[src/hw/rtl/ssc_sat_add.sv]
// Saturating adder for two table counts.
`default_nettype none

module ssc_sat_add #(
  parameter int WIDTH = 32
) (
  input  wire logic [WIDTH-1:0] a,
  input  wire logic [WIDTH-1:0] b,
  output logic      [WIDTH-1:0] sum
);

  logic [WIDTH:0] full;

  assign full = {1'b0, a} + {1'b0, b};
  // carry out means the true sum passed the counter maximum
  assign sum  = full[WIDTH] ? {WIDTH{1'b1}} : full[WIDTH-1:0];

endmodule

`default_nettype wire

[config.mk]
export PLATFORM = sky130hd
export DESIGN_NAME = ssc_sat_add
export DESIGN_NICKNAME = d
export VERILOG_FILES = /design/src/hw/rtl/ssc_sat_add.sv
export SDC_FILE = /design/constraint.sdc
export NUM_CORES = 1
export LEC_CHECK = 0
export ABC_AREA = 0
export BUFFER_PORTS_ARGS = -buffer_cell sky130_fd_sc_hd__buf_2
export CORE_MARGIN = 2
export CORE_UTILIZATION = 30
export DETAILED_ROUTE_END_ITERATION = 6
export PLACE_DENSITY_LB_ADDON = 0.1
export SYNTH_ARGS = -nofsm -noshare
export SYNTH_HDL_FRONTEND = slang
export SYNTH_SLANG_ARGS = --single-unit
export TNS_END_PERCENT = 50
[constraint.sdc]
create_clock -name vclk -period 2.9
set_input_delay 0.145 -clock vclk [all_inputs]
set_output_delay 0.145 -clock vclk [all_outputs]
set_load 0.1 [all_outputs]
==> run metrics, run 1 <==
Final Hold Vio Count=0; unrepaired setup endpoints after global routing=no; Mapped Cells=311; crit path DAT=2.64 ns; Multi-input gate area=2130 µm²; Synth warnings=0; period utilisation layout=0.9597; chip width=86.91 µm; final wirelength=between 6000 and 7000 µm; fmax=about 360 MHz; Least-Margin Pin Slew=0.5596 ns; global-route wire length before repair=approximately 11000 µm; maximum vdd drop=between 0.3 and 0.4 mV; fillcell total=~680; Layout area overhead=59.83%; gpl congestion=0.9494; outcome=completed; final setup fails=0; seq_cells=0; Max-slew headroom=0.6230; P_leak=1.522 nW; NumNets Final=503; iteration count of the initial detailed-routing pass=4; min-delay worst type=input pin to output pin; Total Die Area=7552 µm²; register area share after synthesis=0; worst min-delay path startpoint=b[0]; aggregate global-route resource usage=0.1770; Hold Path Depth=5; vias per cell=5.364; commonest non-fill, non-tap cell in the layout=buf_2; Vias=between 2000 and 3000; crit path max fanout=6; fin. max-slew vios=0; initial DRC count=192; pwr/cell area=487.2 nW/µm²; Top-Level Pins=96; Synth cell types=51; Final Cell Area=about 3300 µm²; Syn Area/Cell=6.630 µm²; # DRC=0; Setup Fix Bufs, Post-CTS=0; CP startpoint kind=input pin; synthesized net count=408; vias in the first global route=approximately 2400; total gr overflow=0; DP HPWL=5741 µm; dpl cells=484; FF/Latch Area=0 µm²; Max Cap Viol=0; # clk buffers=0; Final ANT Viol Nets=0; antenna violations before repair=0; non-filler cells, final=between 400 and 500; Req. time, crit path=2.76 ns; Worst Setup Path Type=input pin to output pin; largest net degree at the start of global routing=18; Starting Density=0.3069; port buffer count=96; layout cell share with drive strength beyond 1=0.3441; Post-Syn Area=2062 µm²; most frequent cells in the layout=65 x buf_2, 33 x a21oi_1, 32 x nand3_1, 31 x buf_12, 27 x nor2_1; cts hold-fix bufs=0; WL/cell=between 10 and 15 µm; Crit. End Element=output pin; Core ar.=6719 µm²; row count=30; Hold Path End=sum[0]; # diodes=0; Tmin final=2.783 ns; fin util=0.4905; Die Height=between 80 and 90 µm; placed instance area=3283 µm²
## what timing repair did
action                                 CTS  global route
resized for setup                        0             2
endpoints found under the hold margin    0             0
setup endpoints to repair                0             2
## worst max-delay path: stages
cell      delay [ns]
buf_2           0.10
ha_1            0.40
a21oi_4         0.23
nand2_2         0.07
a221oi_2        0.35
o41ai_4         0.17
a31o_4          0.30
nor4b_1         0.50
o311ai_4        0.18
buf_12          0.20
## synth_stat cells (all sizes together) (3+ instances only)
| master | n | area [µm²] |
|---|---|---|
| clkbuf | 5 | 18.77 |
| mux2 | 4 | 48.79 |
| nor2b | 3 | 18.77 |
| inv | 12 | 45.04 |
| a21o | 6 | 45.04 |
| a21oi | 35 | 186.4 |
| nor2 | 28 | 105.1 |
| o311ai | 3 | 33.79 |
| xor2 | 12 | 105.1 |
| xnor2 | 9 | 78.83 |
| nand4 | 3 | 18.77 |
| or2 | 5 | 31.28 |
| ha | 32 | 400.4 |
| o211ai | 10 | 75.07 |
| nand3 | 32 | 160.2 |
| and3 | 5 | 31.28 |
| o21ai | 28 | 140.1 |
| nor3 | 11 | 55.05 |
| nand2 | 22 | 85.09 |
| mux2i | 3 | 30.03 |
| buf | 8 | 40.04 |
## report_power, final
| group | leakage (nW) | total [mW] | internal, mW | switching [mW] |
|---|---|---|---|---|
| logic | 1.52 | 1.61 | 0.581 | 1.02 |
| clock network | 0 | 0 | 0 | 0 |
| registers | 0 | 0 | 0 | 0 |
## layer usage
layer / routed length (µm) / global-route usage / share of wire
met5: 0 / 0 / 0
met2: 3038 / 0.2908 / 0.45
met4: 51 / 0.01420 / 0.0075
met3: 388 / 0.009479 / 0.057
met1: 3279 / 0.2638 / 0.49
## how the worst max path moves through the flow
stage                     startpoint  endpoint  slack [ns]
after global placement          a[0]   sum[31]        0.14
final                          a[13]   sum[27]        0.12
after floorplan                 a[0]   sum[20]       -0.39
after detailed placement        a[0]   sum[31]        0.16
after global routing           a[13]   sum[27]        0.04
after CTS                       a[0]   sum[31]        0.15
## metrics by stage
step / power, mW / worst slack (ns) / TNS [ns] / hold slack (ns)
detailed placement: 1.602 / 0.1580 / 0 / 0.8291
global route: 1.693 / 0.04291 / 0 / 0.8650
finish: 1.606 / 0.1169 / 0 / 0.8225
global placement: 1.602 / 0.1439 / 0 / 0.8241
CTS: 1.607 / 0.1466 / 0 / 0.8292
floorplan: 1.065 / -0.3943 / -1.783 / 0.7697
## layout make-up
cell class	instances	area share
Inverter	12	0.01367
Multi-Input combinational cell	286	0.6462
Tap cell	80	0.03037
Timing Repair Buffer	106	0.3098
## logic make-up (layout without fill, tap and decap cells)
| kind of cell | count (synthesis) | in the layout | share of synthesized area |
|---|---|---|---|
| multiplexers | 7 | 7 | 0.03823 |
| AND/OR/NAND/NOR | 121 | 121 | 0.2895 |
| adder cells (fa/ha/maj) | 33 | 33 | 0.2039 |
| buffers and inverters | 25 | 118 | 0.05036 |
| XOR/XNOR | 21 | 21 | 0.08920 |
| AO/OA/AOI/OAI | 104 | 104 | 0.3289 |
Power figures use the tool's default switching activity.
==> run 2: changes to the inputs <==
--- a/config.mk
+++ b/config.mk
@@ -8,7 +8,7 @@
 export ABC_AREA = 0
 export BUFFER_PORTS_ARGS = -buffer_cell sky130_fd_sc_hd__buf_2
 export CORE_MARGIN = 2
-export CORE_UTILIZATION = 30
+export CORE_UTILIZATION = 50
 export DETAILED_ROUTE_END_ITERATION = 6
 export PLACE_DENSITY_LB_ADDON = 0.1
 export SYNTH_ARGS = -nofsm -noshare
==> constraint.sdc (replaced) <==
create_clock -name vclk -period 2.9
set_input_delay 0.145 -clock vclk [all_inputs]
set_output_delay 0.145 -clock vclk [all_outputs]
set_load 0.05 [all_outputs]
==> run metrics, run 2 (synthesis gave the netlist of run 1 again) <==
crit path DAT=2.64 ns (about the same); Die Height=68.22 µm (-22%); aggregate global-route resource usage=0.2435 (+0.06654); pre-CTS setup slack=0.04354 ns (-0.1145 ns); cts hold-fix bufs=0 (unchanged); # DRC=0 (unchanged); antenna violations before repair=0 (unchanged); DP HPWL=5037 µm (-12%); setup ws final=0.1188 ns (+0.001909 ns); Least-Margin Pin Slew=0.4333 ns (-0.1263 ns); port buffer count=96 (unchanged); # clk buffers=0 (unchanged); row count=23 (-23%); Tmin final=2.781 ns (-0.001909 ns); vias in the first global route=2170 (-11%); P_leak=1.324 nW (-13%); final wirelength=6006 µm (-11%); Req. time, crit path=2.76 ns (about the same); worst min-delay path startpoint=b[0]; layout cell share with drive strength beyond 1=0.3203 (-0.02377); unrepaired setup endpoints after global routing=no; seq_cells=0 (unchanged); FF/Latch Area=0 µm² (unchanged); largest net degree at the start of global routing=24 (+6); final setup fails=0 (unchanged); Final Cell Area=2690 µm² (-18%); Hold Path End=sum[0]; outcome=completed; Total Die Area=4654 µm² (-38%); fin util=0.6774 (+0.1869); chip width=68.22 µm (-22%); Multi-input gate area=1974 µm² (-7.3%); Hold Path Depth=5 (unchanged); commonest non-fill, non-tap cell in the layout=buf_2; Top-Level Pins=96 (unchanged); placed instance area=2668 µm² (-19%); Worst Setup Path Type=input pin to output pin; Layout area overhead=30.46%; min-delay worst type=input pin to output pin; CP startpoint kind=input pin; most frequent cells in the layout=95 x buf_2, 33 x a21oi_1, 32 x nand3_1, 32 x ha_1, 28 x nor2_1; total gr overflow=0 (unchanged); NumNets Final=508 (+0.99%); Max Cap Viol=0 (unchanged); fillcell total=388 (-43%); # diodes=0 (unchanged); fmax=359.6 MHz (about the same); Final Hold Vio Count=0 (unchanged); fin. max-slew vios=0 (unchanged); period utilisation layout=0.9590 (about the same); global-route wire length before repair=9273 µm (-19%); crit path max fanout=5 (-1); WL/cell=13.08 µm (-6.3%); vias per cell=5.684 (+6.0%); maximum vdd drop=0.1808 mV (-42%); Max-slew headroom=0.7037 (+0.08070); iteration count of the initial detailed-routing pass=4 (unchanged); Final ANT Viol Nets=0 (unchanged); initial DRC count=130 (-32%); Starting Density=0.5192 (+0.2123); Vias=2609 (+0.50%); Crit. End Element=output pin; pwr/cell area=356.1 nW/µm² (-27%); Core ar.=3971 µm² (-41%); gpl congestion=0.9671 (+1.9%)
## run 2: cell count changes in the layout (fill, tap and decap cells not counted), sizes merged
cell | before | now
buf | 106 | 110
clkbuf | 0 | 1
## run 2: worst max-delay path: stages
cell      delay, ns
buf_2          0.12
ha_1           0.30
a211oi_1       0.33
o211ai_1       0.16
o21ai_1        0.20
o41ai_2        0.09
buf_4          0.16
a31o_4         0.26
mux2_4         0.30
o311ai_2       0.26
buf_2          0.31
## run 2: worst max path at each step
stage               start  endpoint  slack (ns)  cells after the start
global route         a[0]   sum[31]        0.01                     11
CTS                  a[0]   sum[26]        0.04                     11
global placement     a[0]   sum[26]        0.15                     11
detailed placement   a[0]   sum[26]        0.04                     11
finish               a[1]   sum[25]        0.12                     11
floorplan           a[13]   sum[27]       -0.16                      8
## run 2: stage by stage
step,power (mW),hold WS (ns),cells,TNS (ns)
CTS,0.9471,0.8248,457,0
global placement,0.9385,0.8236,457,0
detailed placement,0.9435,0.8245,457,0
floorplan,0.7166,0.7353,311,-0.1642
finish,0.9579,0.8201,459,0
global route,1.033,0.8716,459,0
## run 2: power by group
group / internal, mW / switching (mW) / leakage [nW] / total [mW]
Combinational: 0.322 / 0.636 / 1.32 / 0.958
Sequential: 0 / 0 / 0 / 0
Clock: 0 / 0 / 0 / 0
## run 2: area by class of cell
cell class                      instances  area share
Multi-Input combinational cell        286      0.7340
Timing Repair Buffer                  111      0.2260
Tap cell                               50     0.02326
Inverter                               12     0.01674
## run 2: layer usage
metal / vias up / part of all wire / global-route usage
met5: - / 0 / 0
li1: 1360 / - / -
met3: 0 / 0.061 / 0.003289
met4: 0 / 0 / 0.007500
met1: 1162 / 0.46 / 0.3369
met2: 87 / 0.47 / 0.4430
## run 2: timing repair
action | 4_1_cts | 5_1_grt
endpoints found under the hold margin | 0 | 0
endpoints found under the setup margin | 0 | 6
setup buffers | 0 | 2
gates resized for setup | 0 | 3
