File: src/hw/rtl/ssc_pkg.sv
// Package for the subset sum counter: widths and default sizes.
`default_nettype none

package ssc_pkg;

  // Default table span and count width
  localparam int SSC_MAX_SUM     = 1023;
  localparam int SSC_COUNT_WIDTH = 32;

  // Fixed field widths
  localparam int ELEM_W   = 16;
  localparam int TARGET_W = 10;
  localparam int RESULT_W = 32;

endpackage

`default_nettype wire

File: src/hw/rtl/ssc_report.sv
// Result formatter: clips the count to 32 bits and raises the saturation flag; a target past the table gives 0.
`default_nettype none

module ssc_report
  import ssc_pkg::*;
#(
  parameter int MAX_SUM     = SSC_MAX_SUM,
  parameter int COUNT_WIDTH = SSC_COUNT_WIDTH
) (
  input  wire logic [COUNT_WIDTH-1:0] count,
  input  wire logic [TARGET_W-1:0]    target,
  output logic      [RESULT_W-1:0]    subset_count,
  output logic                        saturated
);

  logic [63:0] cnt64;
  logic        in_range;
  logic        too_wide;

  assign cnt64    = 64'(count);
  assign in_range = 32'(target) <= 32'(MAX_SUM);
  assign too_wide = |cnt64[63:RESULT_W];

  always_comb begin
    if (!in_range) begin
      subset_count = '0;
      saturated    = 1'b0;
    end else begin
      subset_count = too_wide ? {RESULT_W{1'b1}} : cnt64[RESULT_W-1:0];
      saturated    = (&count) | too_wide;
    end
  end

endmodule

`default_nettype wire

File: config.mk
export PLATFORM = sky130hd
export DESIGN_NAME = ssc_report
export DESIGN_NICKNAME = d
export VERILOG_FILES = /design/src/hw/rtl/ssc_pkg.sv /design/src/hw/rtl/ssc_report.sv
export SDC_FILE = /design/constraint.sdc
export NUM_CORES = 1
export LEC_CHECK = 0
export BUFFER_PORTS_ARGS = -buffer_cell sky130_fd_sc_hd__buf_2
export CAP_MARGIN = 20
export CORE_UTILIZATION = 21
export DETAILED_ROUTE_END_ITERATION = 7
export GPL_ROUTABILITY_DRIVEN = 0
export GPL_TIMING_DRIVEN = 1
export PLACE_DENSITY_LB_ADDON = 0.08
export SLEW_MARGIN = 5
export SYNTH_ARGS = -nofsm -noshare
export SYNTH_HDL_FRONTEND = slang
export SYNTH_SLANG_ARGS = --single-unit
File: constraint.sdc
create_clock -name vclk -period 0.8
set_input_delay 0 -clock vclk [all_inputs]
set_output_delay 0 -clock vclk [all_outputs]
set_load 0.02 [all_outputs]
==> impl_results.rst, run 1 <==
.. list-table::
   :header-rows: 1

   * - Metric
     - Value
   * - Data required time at the worst endpoint
     - 800 ps
   * - Total congestion overflow
     - 0
   * - Fin nets
     - between 100 and 150
   * - Failing checks
     - setup timing
   * - Remaining DRCs
     - 0
   * - Adder-cell area share of the yosys netlist
     - 0%
   * - Placed cell count
     - 92
   * - Complex-gate fraction of the synthesized area
     - 0%
   * - Final WL
     - 776 um
   * - Hold Startpoint
     - count[22]
   * - Largest net degree at the start of global routing
     - 3
   * - Antenna Violating Nets Remaining
     - 0
   * - Number of hold buffers added after CTS
     - 0
   * - Number of clock-tree buffers in the layout
     - 0
   * - Count of sequential standard cells
     - 0
   * - Endpoint of the worst hold-timing path
     - subset_count[22]
   * - Count of buffers from port buffering
     - 65
   * - PnR worst setup slack
     - -135 ps
   * - Detailed-route via count
     - 391
   * - Xor/xnor cell area share of the yosys netlist
     - 0%
   * - Unrepaired setup endpoints after global routing
     - true
   * - Rows
     - 13
   * - Dominant cell by count in the synthesized netlist
     - sky130_fd_sc_hd__buf_4
   * - Chip width
     - 40.4 um
   * - Post-route standard cell area excluding fillers
     - 510 sq um
   * - Pint
     - 0.151 mW
   * - Worst-margin pin slew
     - 118 ps
   * - Area taken by flip-flops and latches
     - 0 sq um
   * - Global router's overall resource usage
     - under 10%
   * - Highest attainable clock frequency
     - 1.07 GHz
   * - Cell Area, Placed
     - 432 sq um
   * - ANT cells
     - 0
   * - Dominant combinational cell family by area after synthesis
     - buffers and inverters
   * - Type of the tightest min-delay check
     - input pin to primary output
   * - Startpoint class of the critical path
     - input pin
   * - Leading cell types by count after synthesis
     - sky130_fd_sc_hd__buf_4, sky130_fd_sc_hd__nand4_1, sky130_fd_sc_hd__or4_1
   * - Total Die Area
     - ~1600 sq um
   * - Clock network fraction of total power
     - 0%
   * - Switching power
     - around 0.17 mW
   * - Layout Utilization
     - 38.3%
   * - Average vias per placed instance
     - around 4.3
   * - Number of failing setup endpoints in the final timing report
     - 1
   * - Final Max Tran Viols
     - 0
   * - Number of global-route vias before repair
     - 224
   * - Overall power consumption
     - 0.324 mW
   * - Total power divided by cell area
     - 635 nW/um^2
   * - Instance count of the mapped netlist
     - 43
   * - Status
     - finished, violations left
   * - Netlist area before placement
     - 309 sq um
   * - Type of destination of the critical path
     - primary output
   * - Switching Fraction
     - 53.5%
   * - Floorplan Core Area
     - 1330 sq um
   * - Fill cell instance count of the final layout
     - 134
   * - Final standard cell count with taps included and fillers excluded
     - 92
   * - Die Y-Extent
     - between 40 and 50 um
   * - Simple-gate share of the synthesized area
     - 22.3%
   * - Number of distinct library cell variants in the gate-level netlist after synthesis
     - 4
   * - Effective utilization at floorplan
     - ~23%
   * - Leading cell types by total area after synthesis
     - sky130_fd_sc_hd__buf_4, sky130_fd_sc_hd__nand4_1, sky130_fd_sc_hd__or4_1, sky130_fd_sc_hd__nor2_1
   * - Synthesis-to-finish area growth
     - 65.2%
   * - Proportion of layout cells with a drive suffix above 1
     - 89.6%
   * - Final Hold Violating Endpoints
     - 0
   * - Final worst path period need
     - ~940 ps
   * - Worst slew margin
     - 92.2%
   * - Number of cells on the worst hold path
     - 2
   * - Cell type with the largest total area after synthesis
     - sky130_fd_sc_hd__buf_4
   * - Share of the yosys chip area belonging to registers
     - 0%
   * - Pleak
     - 0.295 nW
   * - Reg power frac
     - 0%
   * - Worst IR drop on VDD
     - 0.235 mV
   * - Synthesized area per cell
     - approximately 7.2 sq um
   * - Fraction of synthesized area in multiplexers
     - 0%
   * - Fraction of power consumed by combinational cells
     - 100.0%
   * - WP data arrival
     - between 900 and 1000 ps
   * - Post-Synthesis Net Count
     - 85
   * - Worst hold margin
     - roughly 210 ps
   * - Total iterations of the first detailed-routing run
     - 2
   * - Number of antenna violations at the first check in global routing
     - 0
   * - Setup fix buffers added after clock tree synthesis
     - 0
   * - Wire length of the first global-routing pass
     - 814 um
   * - Count of boundary I/O pins
     - 75
   * - Synth warn
     - 0
   * - Max-capacitance violation count
     - 0
   * - Drt initial violations
     - 2
   * - Wire length per cell after detailed routing
     - 8.43 um
   * - Post-synth top area share
     - between 70% and 80%
   * - Crit path kind
     - input pin to primary output
   * - Largest driver fanout on the critical path
     - 2
   * - Final worst path period share
     - 117%
logic make-up (layout without fill, tap and decap cells):
family                 Yosys count  count (layout)
and+or+nand+nor                 11              11
buffers and inverters           32              66
power groups by stage:
stage / combinational (mW) / clock, mW / sequential, mW
after detailed placement: 0.292 / 0 / 0
after global placement: 0.295 / 0 / 0
after floorplan: 0.240 / 0 / 0
final: 0.324 / 0 / 0
after global routing: 0.354 / 0 / 0
after CTS: 0.314 / 0 / 0
worst max-delay path: stages:
cell and delay (ps):
sky130_fd_sc_hd__buf_6 70, sky130_fd_sc_hd__nand4_1 90, sky130_fd_sc_hd__or4_4 550, sky130_fd_sc_hd__nor2_4 110, sky130_fd_sc_hd__buf_6 110
per-stage QoR:
stage          worst slack (ps)  setup TNS [ps]
2_1_floorplan              5.81               0
3_3_place_gp               -200            -200
3_5_place_dp               -211            -211
4_1_cts                    -143            -143
5_1_grt                    -174            -174
6_report                   -135            -135
cells in the final DEF (no fill, tap or decap):
cell                      instances
sky130_fd_sc_hd__nor2_4           1
sky130_fd_sc_hd__buf_2           53
sky130_fd_sc_hd__or4_4            2
sky130_fd_sc_hd__buf_6           12
sky130_fd_sc_hd__buf_4            1
sky130_fd_sc_hd__nand4_1          8
worst max-delay path by stage:
stage,start,endpoint,slack (ps),cells after the start
finish,count[24],saturated,-140,5
global route,count[24],saturated,-170,5
CTS,count[19],saturated,-140,5
detailed placement,count[4],saturated,-210,5
global placement,count[16],saturated,-200,5
floorplan,count[16],saturated,6,3
metal layers:
layer  vias to the layer above  global-route usage (%)  wire [um]
met5                         -                       0          0
met4                         0                       0          0
met3                         0                       0        147
met2                        43                    15.9        413
met1                       160                    7.37        216
li1                        188                       -          -
layout make-up:
| type | instances | area, sq um | share of cell area [%] |
|---|---|---|---|
| timing repair buffer | 66 | 408 | 79.9 |
| multi-input combinational | 11 | 83.8 | 16.4 |
| tap | 15 | 18.8 | 3.68 |
repair_timing:
| action | in CTS | in global routing |
|---|---|---|
| endpoints found under the setup margin | 1 | 1 |
| pin swaps | 7 | 2 |
| gates resized for setup | 10 | 4 |
(Power assumes the default switching activity.)
==> run 2, diff against run 1 <==
==> constraint.sdc (replaced) <==
create_clock -name vclk -period 0.8
set_input_delay 0.04 -clock vclk [all_inputs]
set_output_delay 0.04 -clock vclk [all_outputs]
set_load 0.02 [all_outputs]
==> impl_results.rst, run 2 (synthesis results as in run 1) <==
.. list-table::
   :header-rows: 1

   * - Metric
     - Value
   * - Status
     - finished, violations left
   * - Failing checks
     - setup timing
   * - Floorplan Core Area
     - 1330 sq um (unchanged)
   * - Number of failing setup endpoints in the final timing report
     - 1 (unchanged)
   * - Worst slew margin
     - 93.4% (+1.2 points)
   * - Pint
     - 0.151 mW (about the same)
   * - Detailed-route via count
     - 392 (+0.26%)
   * - Rows
     - 13 (unchanged)
   * - Layout Utilization
     - 38.3% (unchanged)
   * - Final standard cell count with taps included and fillers excluded
     - 92 (unchanged)
   * - Unrepaired setup endpoints after global routing
     - true
   * - Number of antenna violations at the first check in global routing
     - 0 (unchanged)
   * - Number of clock-tree buffers in the layout
     - 0 (unchanged)
   * - Max-capacitance violation count
     - 0 (unchanged)
   * - Die Y-Extent
     - 40.4 um (unchanged)
   * - Wire length of the first global-routing pass
     - 828 um (+1.7%)
   * - Clock network fraction of total power
     - 0% (unchanged)
   * - Remaining DRCs
     - 0 (unchanged)
   * - Worst IR drop on VDD
     - 0.264 mV (+13%)
   * - Switching Fraction
     - 53.4% (-0.076 points)
   * - Drt initial violations
     - 3 (+1)
   * - Proportion of layout cells with a drive suffix above 1
     - 89.6% (unchanged)
   * - Crit path kind
     - input pin to primary output
   * - Data required time at the worst endpoint
     - 760 ps (-40 ps)
   * - Total iterations of the first detailed-routing run
     - 2 (unchanged)
   * - Area taken by flip-flops and latches
     - 0 sq um (unchanged)
   * - Placed cell count
     - 92 (unchanged)
   * - Switching power
     - 0.173 mW (-0.28%)
   * - Final worst path period share
     - 127% (+11 points)
   * - Largest net degree at the start of global routing
     - 3 (unchanged)
   * - Total congestion overflow
     - 0 (unchanged)
   * - Type of the tightest min-delay check
     - input pin to primary output
   * - Worst hold margin
     - 292 ps (+80.0 ps)
   * - Total Die Area
     - 1630 sq um (unchanged)
   * - Type of destination of the critical path
     - primary output
   * - Count of boundary I/O pins
     - 75 (unchanged)
   * - Reg power frac
     - 0% (unchanged)
   * - Fraction of power consumed by combinational cells
     - 100.0% (about the same)
   * - Count of sequential standard cells
     - 0 (unchanged)
   * - Synthesis-to-finish area growth
     - 65.2% (unchanged)
   * - Global router's overall resource usage
     - 7.43% (+0.34 points)
   * - Average vias per placed instance
     - 4.26 (+0.26%)
   * - Wire length per cell after detailed routing
     - 8.21 um (-2.7%)
   * - Highest attainable clock frequency
     - 0.981 GHz (-8.3%)
   * - WP data arrival
     - 980 ps (+40 ps)
   * - Most common library cell in the layout ignoring fill and taps
     - sky130_fd_sc_hd__buf_2
   * - Count of buffers from port buffering
     - 65 (unchanged)
   * - Startpoint class of the critical path
     - input pin
   * - PnR worst setup slack
     - -220 ps (-84.2 ps)
   * - Antenna Violating Nets Remaining
     - 0 (unchanged)
   * - Pleak
     - 0.295 nW (unchanged)
   * - Largest driver fanout on the critical path
     - 2 (unchanged)
   * - Final Max Tran Viols
     - 0 (unchanged)
   * - Final WL
     - 755 um (-2.7%)
   * - ANT cells
     - 0 (unchanged)
   * - Total power divided by cell area
     - 634 nW/um^2 (-0.14%)
   * - Commonest cells after routing, fill and taps aside
     - sky130_fd_sc_hd__buf_2, sky130_fd_sc_hd__buf_6, sky130_fd_sc_hd__nand4_1
   * - Final worst path period need
     - 1020 ps (+84.2 ps)
   * - Worst-margin pin slew
     - 98.4 ps (-19.5 ps)
   * - Fin nets
     - 121 (unchanged)
   * - Final Hold Violating Endpoints
     - 0 (unchanged)
   * - Overall power consumption
     - 0.324 mW (-0.14%)
   * - Number of global-route vias before repair
     - 235 (+4.9%)
   * - Chip width
     - 40.4 um (unchanged)
   * - Effective utilization at floorplan
     - 23.2% (unchanged)
==> run 2: final timing paths <==
kind | startpoint | to | slack [ps] | depth (start not counted)
max | count[11] | saturated | -220 | 5
min | count[22] | subset_count[22] | 290 | 2
==> run 2: area by class of cell <==
class | count | area (sq um)
fill | 137 | 823
multi-input combinational | 11 | 83.8
tap | 15 | 18.8
timing repair buffer | 66 | 408
==> run 2: per-stage QoR <==
| step | area (sq um) | setup TNS, ps | worst slack [ps] |
|---|---|---|---|
| after CTS | 485 | -223 | -223 |
| after detailed placement | 432 | -296 | -296 |
| after global placement | 432 | -279 | -279 |
| final | 510 | -220 | -220 |
| after floorplan | 320 | -74.2 | -74.2 |
| after global routing | 510 | -256 | -256 |
==> run 2: what timing repair did <==
item,in CTS,in global routing
endpoints found under the setup margin,1,1
hold buffers,0,0
setup buffers,0,0
resized for setup,10,4
pin swaps,6,4
==> run 2: power groups by stage <==
stage / logic, mW / registers [mW] / clock network (mW)
after floorplan: 0.240 / 0 / 0
after global placement: 0.295 / 0 / 0
after detailed placement: 0.292 / 0 / 0
after CTS: 0.314 / 0 / 0
after global routing: 0.352 / 0 / 0
final: 0.324 / 0 / 0
==> run 2: layer usage <==
metal	GRT usage (%)	vias up	wire length (um)
li1	-	188	-
met1	5.77	161	217
met2	19.0	43	407
met3	0	0	131
met4	0	0	0
met5	0	-	0
==> run 2: critical path, stage by stage <==
cell	delay (ps)
sky130_fd_sc_hd__buf_6	70
sky130_fd_sc_hd__nand4_1	90
sky130_fd_sc_hd__or4_4	560
sky130_fd_sc_hd__nor2_4	120
sky130_fd_sc_hd__buf_6	110
==> run 3, diff against run 2 <==
ABC_AREA = 1   (was unset)
CORE_UTILIZATION = 23   (was 21)
PLACE_DENSITY = 0.77   (was unset)
PLACE_DENSITY_LB_ADDON = unset   (was 0.08)
==> impl_results.rst, run 3 <==
.. list-table::
   :header-rows: 1

   * - Metric
     - Value
   * - Max-capacitance violation count
     - 0 (unchanged)
   * - Critical path cell sequence
     - buf_2 > nand2_1 > inv_1 > nand2_1 > nor2_1 > nand2_1 > nor2_1 > buf_4
   * - Xor/xnor cell area share of the yosys netlist
     - 0% (unchanged)
   * - Chip width
     - 41.9 um (+3.9%)
   * - Instance count of the mapped netlist
     - 63 (+47%)
   * - Synth warn
     - 0 (unchanged)
   * - Data required time at the worst endpoint
     - 760 ps (about the same)
   * - Largest net degree at the start of global routing
     - 3 (unchanged)
   * - Adder-cell area share of the yosys netlist
     - 0% (unchanged)
   * - Rows
     - 14 (+1)
   * - Detailed-route via count
     - 440 (+12%)
   * - Crit path depth
     - 8 (+3)
   * - Netlist area before placement
     - 367 sq um (+19%)
   * - Worst-margin pin slew
     - 113 ps (+14.1 ps)
   * - Count of buffers from port buffering
     - 65 (unchanged)
   * - Detailed placer's ending HPWL
     - ~750 um
   * - Slowest CP cell
     - sky130_fd_sc_hd__buf_4
   * - Number of hold buffers added after CTS
     - 0 (unchanged)
   * - Startpoint class of the critical path
     - input pin
   * - Setup fix buffers added after clock tree synthesis
     - 0 (unchanged)
   * - Wire length per cell after detailed routing
     - 6.99 um (-15%)
   * - Effective utilization at floorplan
     - 24.6% (+1.5 points)
   * - CP most frequent cell
     - sky130_fd_sc_hd__nand2_1
   * - Count of boundary I/O pins
     - 75 (unchanged)
   * - Dominant cell by count in the synthesized netlist
     - sky130_fd_sc_hd__buf_4
   * - Delay of the slowest cell on the worst path
     - 140 ps (-420 ps)
   * - Status
     - complete, no violations
   * - Type of destination of the critical path
     - primary output
   * - Fraction of synthesized area in multiplexers
     - 0% (unchanged)
   * - Worst IR drop on VDD
     - 0.154 mV (-42%)
   * - PnR worst setup slack
     - 112 ps (+332 ps)
   * - Total Die Area
     - 1760 sq um (+7.9%)
   * - Drt initial violations
     - 3 (unchanged)
   * - Largest driver fanout on the critical path
     - 2 (unchanged)
   * - Leading cell types by total area after synthesis
     - sky130_fd_sc_hd__buf_4, sky130_fd_sc_hd__nand2_1, sky130_fd_sc_hd__inv_1, sky130_fd_sc_hd__nand4_1, sky130_fd_sc_hd__nor2_1
   * - Total congestion overflow
     - 0 (unchanged)
   * - Simple-gate share of the synthesized area
     - 26.3% (+4.0 points)
   * - Leading cell types by count after synthesis
     - sky130_fd_sc_hd__buf_4, sky130_fd_sc_hd__nand2_1, sky130_fd_sc_hd__inv_1
   * - Die Y-Extent
     - 41.9 um (+3.9%)
   * - Setup TNS
     - 0 ps (+220 ps)
   * - Number of failing setup endpoints in the final timing report
     - 0 (-1)
   * - Total iterations of the first detailed-routing run
     - 4 (+2)
   * - Commonest cells after routing, fill and taps aside
     - sky130_fd_sc_hd__buf_2, sky130_fd_sc_hd__nand2_1, sky130_fd_sc_hd__inv_1
   * - Buf+Inv Stages, Crit Path
     - 3 (+1)
   * - Synthesis-to-finish area growth
     - 29.4%
   * - Type of the tightest min-delay check
     - input pin to primary output
   * - DP Worst Slack
     - 52.8 ps (+349 ps)
   * - Synthesized area per cell
     - 5.82 sq um (-19%)
   * - Number of clock-tree buffers in the layout
     - 0 (unchanged)
   * - Final worst path period share
     - 86.0% (-41 points)
   * - Share of the yosys chip area belonging to registers
     - 0% (unchanged)
   * - Antenna Violating Nets Remaining
     - 0 (unchanged)
   * - Final Hold Violating Endpoints
     - 0 (unchanged)
   * - Final Max Tran Viols
     - 0 (unchanged)
   * - Proportion of layout cells with a drive suffix above 1
     - 67.7% (-22 points)
   * - Fin nets
     - 140 (+16%)
   * - Number of cells on the worst hold path
     - 2 (unchanged)
   * - Number of global-route vias before repair
     - 290 (+23%)
   * - Floorplan Core Area
     - 1490 sq um (+12%)
   * - Crit path kind
     - input pin to primary output
   * - Complex-gate fraction of the synthesized area
     - 0% (unchanged)
   * - WP data arrival
     - 650 ps (-330 ps)
   * - Delay-heaviest family, CP
     - simple AND/OR/NAND/NOR gates
   * - Number of distinct library cell variants in the gate-level netlist after synthesis
     - 5 (+1)
   * - Area taken by flip-flops and latches
     - 0 sq um (unchanged)
   * - Pleak
     - 0.345 nW (+17%)
   * - Most common library cell in the layout ignoring fill and taps
     - sky130_fd_sc_hd__buf_2
   * - Final WL
     - 783 um (+3.7%)
   * - Wire length of the first global-routing pass
     - 1.10 mm (+32%)
   * - Count of sequential standard cells
     - 0 (unchanged)
   * - Global router's overall resource usage
     - 7.53% (+0.10 points)
   * - Number of antenna violations at the first check in global routing
     - 0 (unchanged)
   * - Average vias per placed instance
     - 3.93 (-7.8%)
   * - Total power divided by cell area
     - 640 nW/um^2 (+0.92%)
   * - Dominant combinational cell family by area after synthesis
     - buffers and inverters
   * - Cell type with the largest total area after synthesis
     - sky130_fd_sc_hd__buf_4
   * - Post-synth top area share
     - 65.5% (-12 points)
   * - Highest attainable clock frequency
     - 1.45 GHz (+48%)
   * - ANT cells
     - 0 (unchanged)
   * - Remaining DRCs
     - 0 (unchanged)
   * - Worst slew margin
     - 92.5% (-0.87 points)
   * - Post-Synthesis Net Count
     - 105 (+24%)
   * - Unrepaired setup endpoints after global routing
     - false
   * - Final worst path period need
     - 688 ps (-332 ps)
-- run 3: changes by cell type in the layout (fill, tap and decap cells not counted), sizes merged --
cell / change
buf: -1
inv: +8
nand2: +14
nand4: -4
nor2: +4
or4: -2
-- run 3: area by class of cell --
| cell class | instances | area [sq um] |
|---|---|---|
| fill | 175 | 1010 |
| inverter | 8 | 30.0 |
| multi-input combinational | 23 | 96.3 |
| tap | 16 | 20.0 |
| timing repair buffer | 65 | 328 |
-- run 3: final timing paths --
kind / slack (ps) / from / end
worst max-delay path: 110 / count[16] / saturated
worst min-delay path: 310 / count[31] / subset_count[31]
-- run 3: stage by stage --
step / std cells / utilization (%) / instance area, sq um / hold WS (ps) / total power [mW]
6_report: 112 / 31.8 / 474 / 311 / 0.303
5_1_grt: 112 / 31.8 / 474 / 317 / 0.325
4_1_cts: 112 / 31.7 / 472 / 312 / 0.306
3_5_place_dp: 112 / 31.7 / 472 / 311 / 0.305
3_3_place_gp: 112 / 31.7 / 472 / 310 / 0.300
2_1_floorplan: 63 / - / 367 / 193 / 0.255
-- run 3: timing repair --
| action | CTS | global route |
|---|---|---|
| setup endpoints to repair | 0 | 1 |
| resized for setup | 0 | 1 |
| hold endpoints to repair | 0 | 0 |
-- run 3: cell families (layout without fill, tap and decap cells) --
logic type / Yosys count / count (layout)
simple gates: 23 / 23
buf+inv: 40 / 73
-- run 3: per-layer routing --
layer,vias to the layer above,part of all wire (%),global-route usage [%]
li1,227,-,-
met1,174,34,7.37
met2,39,53,17.5
met3,0,13,0
met4,0,0,0
met5,-,0,0
-- run 3: power breakdown --
part | total [mW] | switching [mW] | internal (mW)
clock network | 0 | 0 | 0
registers | 0 | 0 | 0
logic | 0.303 | 0.182 | 0.121
total | 0.303 | 0.182 | 0.121
